==> src/sv/digit_blink_echo_sequencer_macros.svh <==
// ---------------------------------------------------------------------------
// Digit blink echo sequencer assertion macros
// Concurrent checks sampled on clk and switched off while arst_n is low.
// ---------------------------------------------------------------------------
`ifndef DIGIT_BLINK_ECHO_SEQUENCER_MACROS_SVH
`define DIGIT_BLINK_ECHO_SEQUENCER_MACROS_SVH

`ifndef NO_ASSERTIONS

// consequent must hold in the same cycle as the antecedent
`define DBES_ASSERT_SAME(lbl, ante, cons, msg) \
	lbl: assert property (@(posedge clk) disable iff (!arst_n) (ante) |-> (cons)) \
		else $error(msg);

// consequent must hold in the cycle after the antecedent
`define DBES_ASSERT_NEXT(lbl, ante, cons, msg) \
	lbl: assert property (@(posedge clk) disable iff (!arst_n) (ante) |=> (cons)) \
		else $error(msg);

`else

`define DBES_ASSERT_SAME(lbl, ante, cons, msg)
`define DBES_ASSERT_NEXT(lbl, ante, cons, msg)

`endif

`endif

==> src/sv/dbes_pkg.sv <==
// ---------------------------------------------------------------------------
// Digit blink echo sequencer package
// Transaction types, register map and reset values shared by the block.
// ---------------------------------------------------------------------------
package dbes_pkg;

	localparam int QUEUE_SLOTS_DEF = 16;

	localparam int PADDR_W  = 4;
	localparam int PDATA_W  = 32;
	localparam int REG_IDX_W = 2;
	localparam int TICK_W   = 16;
	localparam int COUNT_W  = 4;
	localparam int DIGIT_W  = 4;

	localparam logic [REG_IDX_W-1:0] REG_PREGAP = 2'd0;
	localparam logic [REG_IDX_W-1:0] REG_ON     = 2'd1;
	localparam logic [REG_IDX_W-1:0] REG_OFF    = 2'd2;

	localparam logic [TICK_W-1:0] PREGAP_RST = 16'd250;
	localparam logic [TICK_W-1:0] ON_RST     = 16'd150;
	localparam logic [TICK_W-1:0] OFF_RST    = 16'd150;

	localparam logic [COUNT_W-1:0] ZERO_DIGIT_COUNT = 4'd10;

	typedef struct packed {
		logic               action;
		logic [DIGIT_W-1:0] digit;
		logic               rest_level;
	} in_t;

	typedef struct packed {
		logic lamp;
		logic dropped;
	} out_t;

	typedef struct packed {
		logic [TICK_W-1:0] pregap_ticks;
		logic [TICK_W-1:0] on_ticks;
		logic [TICK_W-1:0] off_ticks;
	} cfg_t;

	typedef struct packed {
		logic out_full;
		logic skid_full;
	} buf_status_t;

endpackage

==> src/sv/digit_blink_echo_sequencer.sv <==
// ---------------------------------------------------------------------------
// Digit blink echo sequencer
// Queues pushed digits and plays each one out as lamp blinks on tick
// transactions.
// ---------------------------------------------------------------------------
// Input channel (in_valid, in_stall, in_data): each transaction is a push
// (action = 1, queues digit) or a one millisecond tick (action = 0).
// Output channel (out_valid, out_stall, out_data): exactly one transaction
// per input transaction, in order, carrying the lamp level after it and
// the dropped flag of a push into a full queue.
// Each accepted transaction's result is registered in the output buffer.
// Throughput: one transaction per cycle while in_stall is low; queue write,
// countdown and phase step are combinational between the state and result registers.
// A stalled receiver fills the result register and then the skid stage;
// in_stall rises only while the skid stage holds a result.
// Reset clears the queue pointers, sequencer and output stages and loads
// the timing registers with 250, 150 and 150 ticks; no clearing pass.
// APB port: pregap at 0x0, on time at 0x4, off time at 0x8, 16 bits each.
// Write registers only while no transaction is in flight.
// ---------------------------------------------------------------------------
`include "digit_blink_echo_sequencer_macros.svh"

module digit_blink_echo_sequencer #(
	parameter int QUEUE_SLOTS = dbes_pkg::QUEUE_SLOTS_DEF
) (
	input  logic                         clk,
	input  logic                         arst_n,
	input  logic                         psel,
	input  logic                         penable,
	input  logic                         pwrite,
	input  logic [dbes_pkg::PADDR_W-1:0] paddr,
	input  logic [dbes_pkg::PDATA_W-1:0] pwdata,
	output logic [dbes_pkg::PDATA_W-1:0] prdata,
	output logic                         pready,
	input  logic                         in_valid,
	output logic                         in_stall,
	input  dbes_pkg::in_t                in_data,
	output logic                         out_valid,
	input  logic                         out_stall,
	output dbes_pkg::out_t               out_data
);

	dbes_pkg::cfg_t                  cfg_q;
	dbes_pkg::out_t                  res;
	dbes_pkg::buf_status_t           buf_status;
	logic                            in_accept;
	logic                            cfg_wr;
	logic [dbes_pkg::REG_IDX_W-1:0]  reg_idx;

	assign pready    = 1'b1;
	assign cfg_wr    = psel && penable && pwrite && pready;
	assign reg_idx   = paddr[dbes_pkg::PADDR_W-1:2];
	assign in_stall  = buf_status.skid_full;
	assign in_accept = in_valid && !in_stall;

	always_ff @(posedge clk or negedge arst_n) begin
		if (!arst_n) begin
			cfg_q.pregap_ticks <= dbes_pkg::PREGAP_RST;
			cfg_q.on_ticks     <= dbes_pkg::ON_RST;
			cfg_q.off_ticks    <= dbes_pkg::OFF_RST;
		end else if (cfg_wr) begin
			unique case (reg_idx)
				dbes_pkg::REG_PREGAP: cfg_q.pregap_ticks <= pwdata[dbes_pkg::TICK_W-1:0];
				dbes_pkg::REG_ON:     cfg_q.on_ticks     <= pwdata[dbes_pkg::TICK_W-1:0];
				dbes_pkg::REG_OFF:    cfg_q.off_ticks    <= pwdata[dbes_pkg::TICK_W-1:0];
				default: ;
			endcase
		end
	end

	always_comb begin
		unique case (reg_idx)
			dbes_pkg::REG_PREGAP: prdata = dbes_pkg::PDATA_W'(cfg_q.pregap_ticks);
			dbes_pkg::REG_ON:     prdata = dbes_pkg::PDATA_W'(cfg_q.on_ticks);
			dbes_pkg::REG_OFF:    prdata = dbes_pkg::PDATA_W'(cfg_q.off_ticks);
			default:              prdata = '0;
		endcase
	end

	dbes_core #(
		.QUEUE_SLOTS(QUEUE_SLOTS)
	) u_core (
		.clk   (clk),
		.arst_n(arst_n),
		.accept(in_accept),
		.item  (in_data),
		.cfg   (cfg_q),
		.res   (res)
	);

	dbes_outbuf u_outbuf (
		.clk      (clk),
		.arst_n   (arst_n),
		.push     (in_accept),
		.push_data(res),
		.out_valid(out_valid),
		.out_stall(out_stall),
		.out_data (out_data),
		.status   (buf_status)
	);

	`DBES_ASSERT_SAME(a_skid_behind_out, buf_status.skid_full, buf_status.out_full, "skid full with empty result register")
	`DBES_ASSERT_SAME(a_drop_only_on_push, in_accept && !in_data.action, !res.dropped, "tick reported a dropped digit")
	`DBES_ASSERT_NEXT(a_accept_gives_result, in_accept, out_valid, "accepted transaction left no result")
	`DBES_ASSERT_SAME(a_no_stall_when_empty, !buf_status.out_full, !in_stall, "input stalled with empty output stage")

endmodule

==> src/sv/dbes_ram.sv <==
// ---------------------------------------------------------------------------
// Generic RAM
// One write port, one read port with registered read data.
// ---------------------------------------------------------------------------
module dbes_ram #(
	parameter int WIDTH = 4,
	parameter int DEPTH = 16
) (
	input  logic                     clk,
	input  logic                     wr_en,
	input  logic [$clog2(DEPTH)-1:0] wr_addr,
	input  logic [WIDTH-1:0]         wr_data,
	input  logic [$clog2(DEPTH)-1:0] rd_addr,
	output logic [WIDTH-1:0]         rd_data
);

	logic [WIDTH-1:0] mem [DEPTH];

	always_ff @(posedge clk) begin
		if (wr_en) begin
			mem[wr_addr] <= wr_data;
		end
		rd_data <= mem[rd_addr];
	end

endmodule

==> src/sv/dbes_core.sv <==
// ---------------------------------------------------------------------------
// Digit blink echo sequencer core
// Count queue and tick-driven blink sequencer; one transaction per cycle while accept is high.
// ---------------------------------------------------------------------------
module dbes_core #(
	parameter int QUEUE_SLOTS = dbes_pkg::QUEUE_SLOTS_DEF
) (
	input  logic           clk,
	input  logic           arst_n,
	input  logic           accept,
	input  dbes_pkg::in_t  item,
	input  dbes_pkg::cfg_t cfg,
	output dbes_pkg::out_t res
);

	localparam int SLOT_W = $clog2(QUEUE_SLOTS);
	localparam logic [SLOT_W-1:0] LAST_SLOT = SLOT_W'(QUEUE_SLOTS - 1);

	typedef enum logic [2:0] {
		PH_IDLE,
		PH_PREGAP,
		PH_LIT,
		PH_GAP,
		PH_DONE
	} phase_t;

	phase_t                          phase_q, phase_d;
	logic [SLOT_W-1:0]               read_q, read_d;
	logic [SLOT_W-1:0]               write_q, write_d;
	logic [dbes_pkg::COUNT_W-1:0]    blinks_q, blinks_d, blinks_cur;
	logic [dbes_pkg::TICK_W-1:0]     wait_q, wait_d, wait_dec;
	logic                            lamp_q, lamp_d;
	logic                            load_q, load_d;
	logic                            dropped;
	logic                            wr_en;
	logic [dbes_pkg::COUNT_W-1:0]    wr_count;
	logic [dbes_pkg::COUNT_W-1:0]    rd_count;
	logic [SLOT_W-1:0]               write_nxt, read_nxt;

	dbes_ram #(
		.WIDTH(dbes_pkg::COUNT_W),
		.DEPTH(QUEUE_SLOTS)
	) u_queue (
		.clk    (clk),
		.wr_en  (wr_en),
		.wr_addr(write_q),
		.wr_data(wr_count),
		.rd_addr(read_q),
		.rd_data(rd_count)
	);

	assign write_nxt  = (write_q == LAST_SLOT) ? '0 : write_q + 1'b1;
	assign read_nxt   = (read_q == LAST_SLOT) ? '0 : read_q + 1'b1;
	assign wr_count   = (item.digit == '0) ? dbes_pkg::ZERO_DIGIT_COUNT : item.digit;
	assign blinks_cur = load_q ? rd_count : blinks_q;
	assign wait_dec   = (wait_q == '0) ? '0 : wait_q - 1'b1;

	always_comb begin
		phase_d  = phase_q;
		read_d   = read_q;
		write_d  = write_q;
		blinks_d = blinks_cur;
		wait_d   = wait_q;
		lamp_d   = lamp_q;
		load_d   = 1'b0;
		dropped  = 1'b0;
		wr_en    = 1'b0;
		if (item.action) begin
			if (write_nxt == read_q) begin
				dropped = 1'b1;
			end else begin
				wr_en   = accept;
				write_d = write_nxt;
			end
		end else if (phase_q == PH_IDLE) begin
			if (read_q != write_q) begin
				read_d  = read_nxt;
				phase_d = PH_PREGAP;
				wait_d  = cfg.pregap_ticks;
				load_d  = 1'b1;
			end
		end else if (wait_dec != '0) begin
			wait_d = wait_dec;
		end else begin
			unique case (phase_q) inside
				PH_PREGAP, PH_GAP: begin
					lamp_d  = 1'b1;
					phase_d = PH_LIT;
					wait_d  = cfg.on_ticks;
				end
				PH_LIT: begin
					lamp_d   = 1'b0;
					blinks_d = blinks_cur - 1'b1;
					wait_d   = cfg.off_ticks;
					phase_d  = (blinks_cur - 1'b1 != '0) ? PH_GAP : PH_DONE;
				end
				default: begin
					lamp_d  = item.rest_level;
					phase_d = PH_IDLE;
					wait_d  = '0;
				end
			endcase
		end
	end

	assign res.lamp    = lamp_d;
	assign res.dropped = dropped;

	always_ff @(posedge clk or negedge arst_n) begin
		if (!arst_n) begin
			phase_q  <= PH_IDLE;
			read_q   <= '0;
			write_q  <= '0;
			blinks_q <= '0;
			wait_q   <= '0;
			lamp_q   <= 1'b0;
			load_q   <= 1'b0;
		end else if (accept) begin
			phase_q  <= phase_d;
			read_q   <= read_d;
			write_q  <= write_d;
			blinks_q <= blinks_d;
			wait_q   <= wait_d;
			lamp_q   <= lamp_d;
			load_q   <= load_d;
		end else begin
			blinks_q <= blinks_cur;
			load_q   <= 1'b0;
		end
	end

endmodule

==> src/sv/dbes_outbuf.sv <==
// ---------------------------------------------------------------------------
// Digit blink echo sequencer output buffer
// Result register with a skid stage so input waits on a stall only once the skid stage is full.
// ---------------------------------------------------------------------------
module dbes_outbuf (
	input  logic                  clk,
	input  logic                  arst_n,
	input  logic                  push,
	input  dbes_pkg::out_t        push_data,
	output logic                  out_valid,
	input  logic                  out_stall,
	output dbes_pkg::out_t        out_data,
	output dbes_pkg::buf_status_t status
);

	logic           out_v_q, skid_v_q;
	dbes_pkg::out_t out_q, skid_q;
	logic           pop;
	logic           load_out, load_from_skid, load_skid;

	assign pop            = out_v_q && !out_stall;
	assign load_from_skid = pop && skid_v_q;
	assign load_out       = push && (!out_v_q || (pop && !skid_v_q));
	assign load_skid      = push && out_v_q && !pop;

	always_ff @(posedge clk or negedge arst_n) begin
		if (!arst_n) begin
			out_v_q  <= 1'b0;
			skid_v_q <= 1'b0;
		end else begin
			if (load_from_skid) begin
				skid_v_q <= 1'b0;
			end else if (load_skid) begin
				skid_v_q <= 1'b1;
			end
			if (!out_v_q || pop) begin
				out_v_q <= load_out || load_from_skid;
			end
		end
	end

	always_ff @(posedge clk) begin
		if (load_from_skid) begin
			out_q <= skid_q;
		end else if (load_out) begin
			out_q <= push_data;
		end
		if (load_skid) begin
			skid_q <= push_data;
		end
	end

	assign out_valid        = out_v_q;
	assign out_data         = out_q;
	assign status.out_full  = out_v_q;
	assign status.skid_full = skid_v_q;

endmodule
==> config.mk <==
export PLATFORM = sky130hd
export DESIGN_NAME = digit_blink_echo_sequencer
export DESIGN_NICKNAME = d
export VERILOG_FILES = /design/src/sv/dbes_pkg.sv /design/src/sv/digit_blink_echo_sequencer.sv /design/src/sv/dbes_ram.sv /design/src/sv/dbes_core.sv /design/src/sv/dbes_outbuf.sv
export VERILOG_INCLUDE_DIRS = /design/src /design/src/sv
export SDC_FILE = /design/constraint.sdc
export NUM_CORES = 1
export LEC_CHECK = 0
export ABC_CLOCK_PERIOD_IN_PS = 3200
export BUFFER_PORTS_ARGS = -buffer_cell sky130_fd_sc_hd__buf_2
export CAP_MARGIN = 25
export CORE_ASPECT_RATIO = 1.25
export CORE_MARGIN = 3
export CORE_UTILIZATION = 59
export DETAILED_ROUTE_END_ITERATION = 6
export MAX_ROUTING_LAYER = met4
export PLACE_DENSITY = 0.88
export SETUP_SLACK_MARGIN = 0.3
export SLEW_MARGIN = 20
export SYNTH_ARGS = -nofsm -noshare
export SYNTH_HDL_FRONTEND = slang
export SYNTH_SLANG_ARGS = --single-unit
==> constraint.sdc <==
create_clock -name clk -period 3.2 [get_ports clk]
set_input_delay 0.32 -clock clk [delete_from_list [all_inputs] [get_ports clk]]
set_output_delay 0.32 -clock clk [all_outputs]
set_load 0.05 [all_outputs]
# == Word-level counts from Yosys, hierarchy flattened ==
# Memory sizes are Yosys's and may differ from the RTL's. A register that Yosys moved wholly into a read port is not among the register bits.
# Index checks and enable logic that the tools add are counted.
# totals
wordCells,104
mem_bits_ro,0
ram_bits,64
input_bits,49
output_inout_bits,37
register_bits,87
memories,1
latchBits,0
# classes
addsub,4
mul,0
div,0
n_bitwise,2
n_mux,38
n_shift,0
n_reduce_logical,32
n_lt_le_gt_ge,0
n_eq_ne,11
# mem_list
memory,depth,word_bits,rd,rd_clocked_by_memory_dff,wr,line,source
u_core.u_queue.mem,16,4,1,1,1,dbes_ram.sv:17,logic [WIDTH-1:0] mem [DEPTH];
# ops
op,count
16-bit 2-to-1 mux,4
16-bit one-hot mux with 3 select lines,1
4-bit 2-to-1 mux,9
16-bit one-hot mux with 2 select lines,1
16-bit zero test,1
16-bit nonzero test,1
16-bit by 1-bit subtractor with 16-bit output (second input constant),1
1-bit 2-to-1 mux,15
3-bit 2-to-1 mux,4
1-bit logical AND,9
4-bit by 1-bit adder with 4-bit output (second input constant),2
4-bit equality test (second input constant),2
4-bit AND reduction,2
3-bit by 2-bit equality test with 1-bit output (second input constant),2
3-bit one-hot mux with 2 select lines,1
2-bit AND reduction,3
3-bit AND reduction,2
4-bit equality test,1
1-bit zero test,4
4-bit zero test,1
2-bit 2-to-1 mux,2
4-bit != test,1
2-bit nonzero test,2
4-bit nonzero test,1
12 further kinds,15

# == Longest topological paths before layout ==
# logic_depth
word_depth,8
mapped_depth,10
depth_no_buf,9

# == By module ==
# Synthesis repeated with hierarchy kept, for this count alone.
# unflattened
cells_unflattened,636
area_unflattened_um2,7866.3
# by_module_without_submodules
module,area_each_um2,cells_per_inst,seq_area_each_um2,n_inst
dbes_ram,2666.3,130,2001.9,1
dbes_core,2582.5,308,825.8,1
digit_blink_echo_sequencer,2356.0,179,1218.7,1
dbes_outbuf,261.5,19,170.2,1

# == Worst setup path after synthesis ==
# Ideal clock, no wire load.
# synth_path
kind,reg2reg
start,register u_core.wait_q[0] (netlist name)
end,"register u_outbuf.out_q (netlist bit u_outbuf.out_data[1]), data pin"
path_buffers,0
setup_slack_ns,0.270
setup_time_ns,0.260
arrival_time_ns,2.670
path_stages_with_launch,10
period_less_slack_ns,2.930
t_required_ns,2.940
cell_sequence,dfrtp_1 -> inv_1 -> ha_1 -> or4b_1 -> nor3_1 -> mux2i_1 -> nand4_1 -> nor4_1 -> mux2_2 -> mux2_2
# synth_between
elab_chain_len,8
word_cells_on_any_way,9
cone_classes,add/sub: 1; mux: 6; reduce/logical: 2
# synth_rtl
item,line,source
start: declaration,dbes_core.sv:31,"logic [dbes_pkg::TICK_W-1:0] wait_q, wait_d, wait_dec;"
start signal: assignment,dbes_core.sv:123,wait_q <= wait_d;
16-bit by 1-bit subtractor with 16-bit output or 16-bit zero test (tied branches),dbes_core.sv:56,assign wait_dec = (wait_q == '0) ? '0 : wait_q - 1'b1;
16-bit 2-to-1 mux (*),dbes_core.sv:56,
16-bit nonzero test (*),dbes_core.sv:82,end else if (wait_dec != '0) begin
1-bit 2-to-1 mux (*),dbes_core.sv:82,
1-bit 2-to-1 mux (*),dbes_core.sv:75,end else if (phase_q == PH_IDLE) begin
1-bit 2-to-1 mux (*),dbes_core.sv:68,if (item.action) begin
net u_core.lamp_d,dbes_core.sv:32,"logic lamp_q, lamp_d;"
2-bit 2-to-1 mux (*),dbes_outbuf.sv:45,end else if (load_out) begin
2-bit 2-to-1 mux (*),dbes_outbuf.sv:43,if (load_from_skid) begin
end signal: assignment,dbes_outbuf.sv:44,out_q <= skid_q;
end signal: assignment,dbes_outbuf.sv:46,out_q <= push_data;
end: declaration,dbes_outbuf.sv:17,"dbes_pkg::out_t out_q, skid_q;"
# The timed path passes the listed nets; every way through them passes the cells marked *. The select of a mux whose other input is x is not followed.
# A chain may end at the register's enable or synchronous reset.

# == Worst setup path after layout ==
# layout_path
start,register u_core.wait_q[1] (netlist name)
end,"register u_outbuf.out_q (netlist bit u_outbuf.out_data[1]), data pin"
# Same word-level chain as after synthesis.

==> impl_results.md <==
* Status: finished clean
* Post-synthesis cell area at 7650 sq um
* RSZ-0062 raised after global routing: yes
* Via/cell ratio at about 6.3
* Post-route ant nets at 0
* Slowest stage delay, CP at ~0.5 ns
* Mapped Avg Cell Area at about 13 sq um
* Vias in the first global route at 5750
* Std-Cell Rows at 45
* Max stage delay cell, worst path: or4b_4
* Clock sink count at 155
* Count of input and output buffers at 50
* Initial DRC count at 352
* FF+latch count, synth at 155
* Synth unique cells at 60
* WP data required at ~3.4 ns
* Htree depth at 4
* Relative slew margins at 45.0%
* FF+latch area at roughly 4200 sq um
* Drt wl/cell at 21.2 um
* Leak at 3.59 nW
* Tmin final at just under 3 ns
* CTS tree: done
* Area of the multi-input gates at 3260 sq um
* Primary FF master, synth: dfrtp_1
* Clock Latency Late Sink at 0.43 ns
* Fin crit share at about 92%
* Fin Clk Skew at 0.00789 ns
* Worst-Margin Slew at around 0.82 ns
* Syn Inst Count at 610
* Crit path DAT at 3.13 ns
* Die Span Y at approximately 130 um
* Startpoint types: flop
* Dominant cells by area after synthesis: edfxtp_1 27%, dfrtp_1 23%, mux2_2 8.1%
* Final WL at 18100 um
* DPL Wire Length at 12600 um
* Max-cap check violation count at 0
* Final Hold Vio Count at 0
* CP Capture Type: flop
* EDFF count, synth at 68
* Final Max Tran Viols at 0
* DRC at 0
* Hold WC Path Type: input port to flop
* Sequential area share after synthesis at between 50% and 60%
* Ports at 86
* # nets final at 735
* Power per cell area at 849 nW/um^2
* FILL cells at 798
* Final setup TNS at 0 ns
* Largest net degree at the start of global routing at 84
* Setup CP Type: flop to flop
* Synth area leader: edfxtp_1
* Total GRT Usage at 27.5%
* CTS root buf: clkbuf_16
* Die X at 108 um
* DR pass1 iterations at 5
* Yosys top cell area share at 26.7%
* Worst VDD drop at 503 uV
* Async SR Flop Fraction at between 50% and 60%
* Area grow syn2layout at 15.6%
* Antenna diode count at 0
* Yosys warning count at 0
* Final GP Congestion at 0.927
* Maximum clock path buffer count at 2
* First-pass GRT wire length at 29500 um
* Worst-path maximum fanout at 4
* Initial antenna violation count at 0
* Initial core utilization at 61.7%
* Finished Core Util at a little under three quarters
* Die area at 14400 sq um
* DR vias at 5403
* Core ar. at 12400 sq um
* CTS clk-pin slew, worst paths at approximately 0.070 ns
* Cell Chain, Critical Path: inv_2 -> ha_4 -> or4b_4 -> o21a_1 -> a211oi_2 -> nand4_1 -> nor4_2 -> mux2_2 -> mux2_4
* GR Overflow Total at 0
* Highest clock rate at around 0.34 GHz
* Num CTS Buffers at 17
* Delay-heaviest family, CP: simple AND/OR/NAND/NOR gates
* Setup violations, final at 0
* Share of cells above drive strength 1 at 33.3%
* CP bufs+invs at 1
==> cell type report <==
class                           instances  share of cell area, %
Inverter                                9                  0.382
Clock inverter                         14                   1.73
Multi-Input combinational cell        410                   36.9
Sequential cell                       155                   47.7
Timing Repair Buffer                   85                   6.13
Clock buffer                           18                   4.85
Tap cell                              164                   2.32
==> cell usage in the layout, fill, tap and decap left out, types with 3 or more instances in the layout <==
cell type,n
buf_2,49
nor2_1,27
dfrtp_1,67
inv_8,3
clkbuf_16,17
nand4_1,4
a221oi_1,4
mux2i_1,23
nand2_1,47
a21oi_1,16
inv_1,7
ha_1,7
xnor2_1,10
nand3_1,15
nor4_2,3
edfxtp_1,68
inv_6,5
dfxtp_1,4
buf_4,33
mux4_2,20
a22oi_1,9
or2_2,3
nor3_1,11
nand2b_1,5
conb_1,17
a22o_1,13
nor2b_1,5
mux2_2,54
a31oi_1,5
o21ai_0,43
o31ai_1,6
and3_1,15
xor2_1,5
a21o_1,5
dfstp_2,14
==> sequential cells by signal (all words and copies together) (netlist names), 2 cells and up <==
name                    cells
u_core.phase_q              3
u_core.wait_q              16
cfg_q                      48
u_outbuf.skid_q             2
u_core.u_queue.mem         64
u_core.read_q               4
u_core.u_queue.rd_data      4
u_core.blinks_q             4
u_outbuf.out_data           2
u_core.write_q              4
==> routing by layer <==
| layer | global-route usage [%] | vias to the layer above | wire [um] |
|---|---|---|---|
| li1 | - | 2390 | - |
| met1 | 30.8 | 2729 | 6600 |
| met2 | 47.6 | 223 | 9880 |
| met3 | 4.85 | 61 | 928 |
| met4 | 12.5 | 0 | 734 |
| met5 | - | - | 0 |
==> report_power, final <==
part / switching (mW) / total [mW] / internal, mW / leakage, nW
sequential: 0.385 / 2.89 / 2.51 / 1.64
combinational: 1.52 / 2.64 / 1.12 / 1.66
clock: 0.866 / 1.97 / 1.10 / 0.282
==> worst paths after layout <==
check / cells past startpoint / slack (ns) / endpoint / start
hold reg to reg: 1 / 0.52 / u_core.lamp_q$_DFFE_PN0P_ / u_core.lamp_q$_DFFE_PN0P_
setup / recovery: 9 / 0.25 / u_outbuf.out_data[1]$_DFFE_PP_ / u_core.wait_q[1]$_DFFE_PN0P_
min in group asynchronous: 2 / 0.33 / cfg_q[3]$_DFFE_PN0P_ / arst_n
setup reg to reg: 9 / 0.25 / u_outbuf.out_data[1]$_DFFE_PP_ / u_core.wait_q[1]$_DFFE_PN0P_
hold / removal: 2 / 0.15 / cfg_q[10]$_DFFE_PN0P_ / pwdata[10]
max in group asynchronous: 3 / 2.23 / cfg_q[39]$_DFFE_PN1P_ / arst_n
==> kinds of logic after synthesis <==
kind of cell	share of synthesized area, %
flip-flops	55.1
AND/OR/NAND/NOR	10.2
AO/OA/AOI/OAI	10.3
multiplexers	17.3
buffers and inverters	4.01
XOR/XNOR	1.72
adder cells (fa/ha/maj)	1.31
other	0.0982
==> timing repair <==
item	CTS	global route
endpoints found under the setup margin	8	71
gates resized for setup	9	5
hold buffers	0	1
pin swaps	8	1
endpoints found under the hold margin	0	19
buffers inserted	3	1
==> cells in the mapped netlist (3+ instances only) <==
| cell | count |
|---|---|
| a21o_1 | 5 |
| a22o_1 | 13 |
| mux4_2 | 20 |
| a21oi_1 | 16 |
| buf_4 | 17 |
| o31ai_1 | 6 |
| a221oi_1 | 4 |
| xor2_1 | 5 |
| mux2i_1 | 24 |
| nor2_1 | 27 |
| buf_1 | 4 |
| dfstp_2 | 14 |
| mux2_2 | 55 |
| nor2b_1 | 5 |
| ha_1 | 8 |
| inv_1 | 9 |
| a22oi_1 | 9 |
| nor4_1 | 3 |
| nand2_1 | 47 |
| nand2b_1 | 5 |
| edfxtp_1 | 68 |
| and3_1 | 15 |
| o21ai_0 | 44 |
| a31oi_1 | 5 |
| dfrtp_1 | 69 |
| or2_2 | 3 |
| clkbuf_1 | 26 |
| nor3_1 | 14 |
| dfxtp_1 | 4 |
| xnor2_1 | 10 |
| nand4_1 | 4 |
| nand3_1 | 15 |
==> per-stage QoR <==
step	cells	hold WS [ns]	area, sq um	setup WS (ns)	total power [mW]
detailed placement	817	0.515	8140	0.149	5.43
CTS	852	0.106	8770	0.274	7.46
global route	855	0.154	8840	0.175	7.88
finish	855	0.154	8840	0.253	7.50
floorplan	625	0.0244	7720	0.318	4.68
global placement	817	0.468	8140	0.149	5.31
No activity file was read; power rests on OpenSTA's default activity.
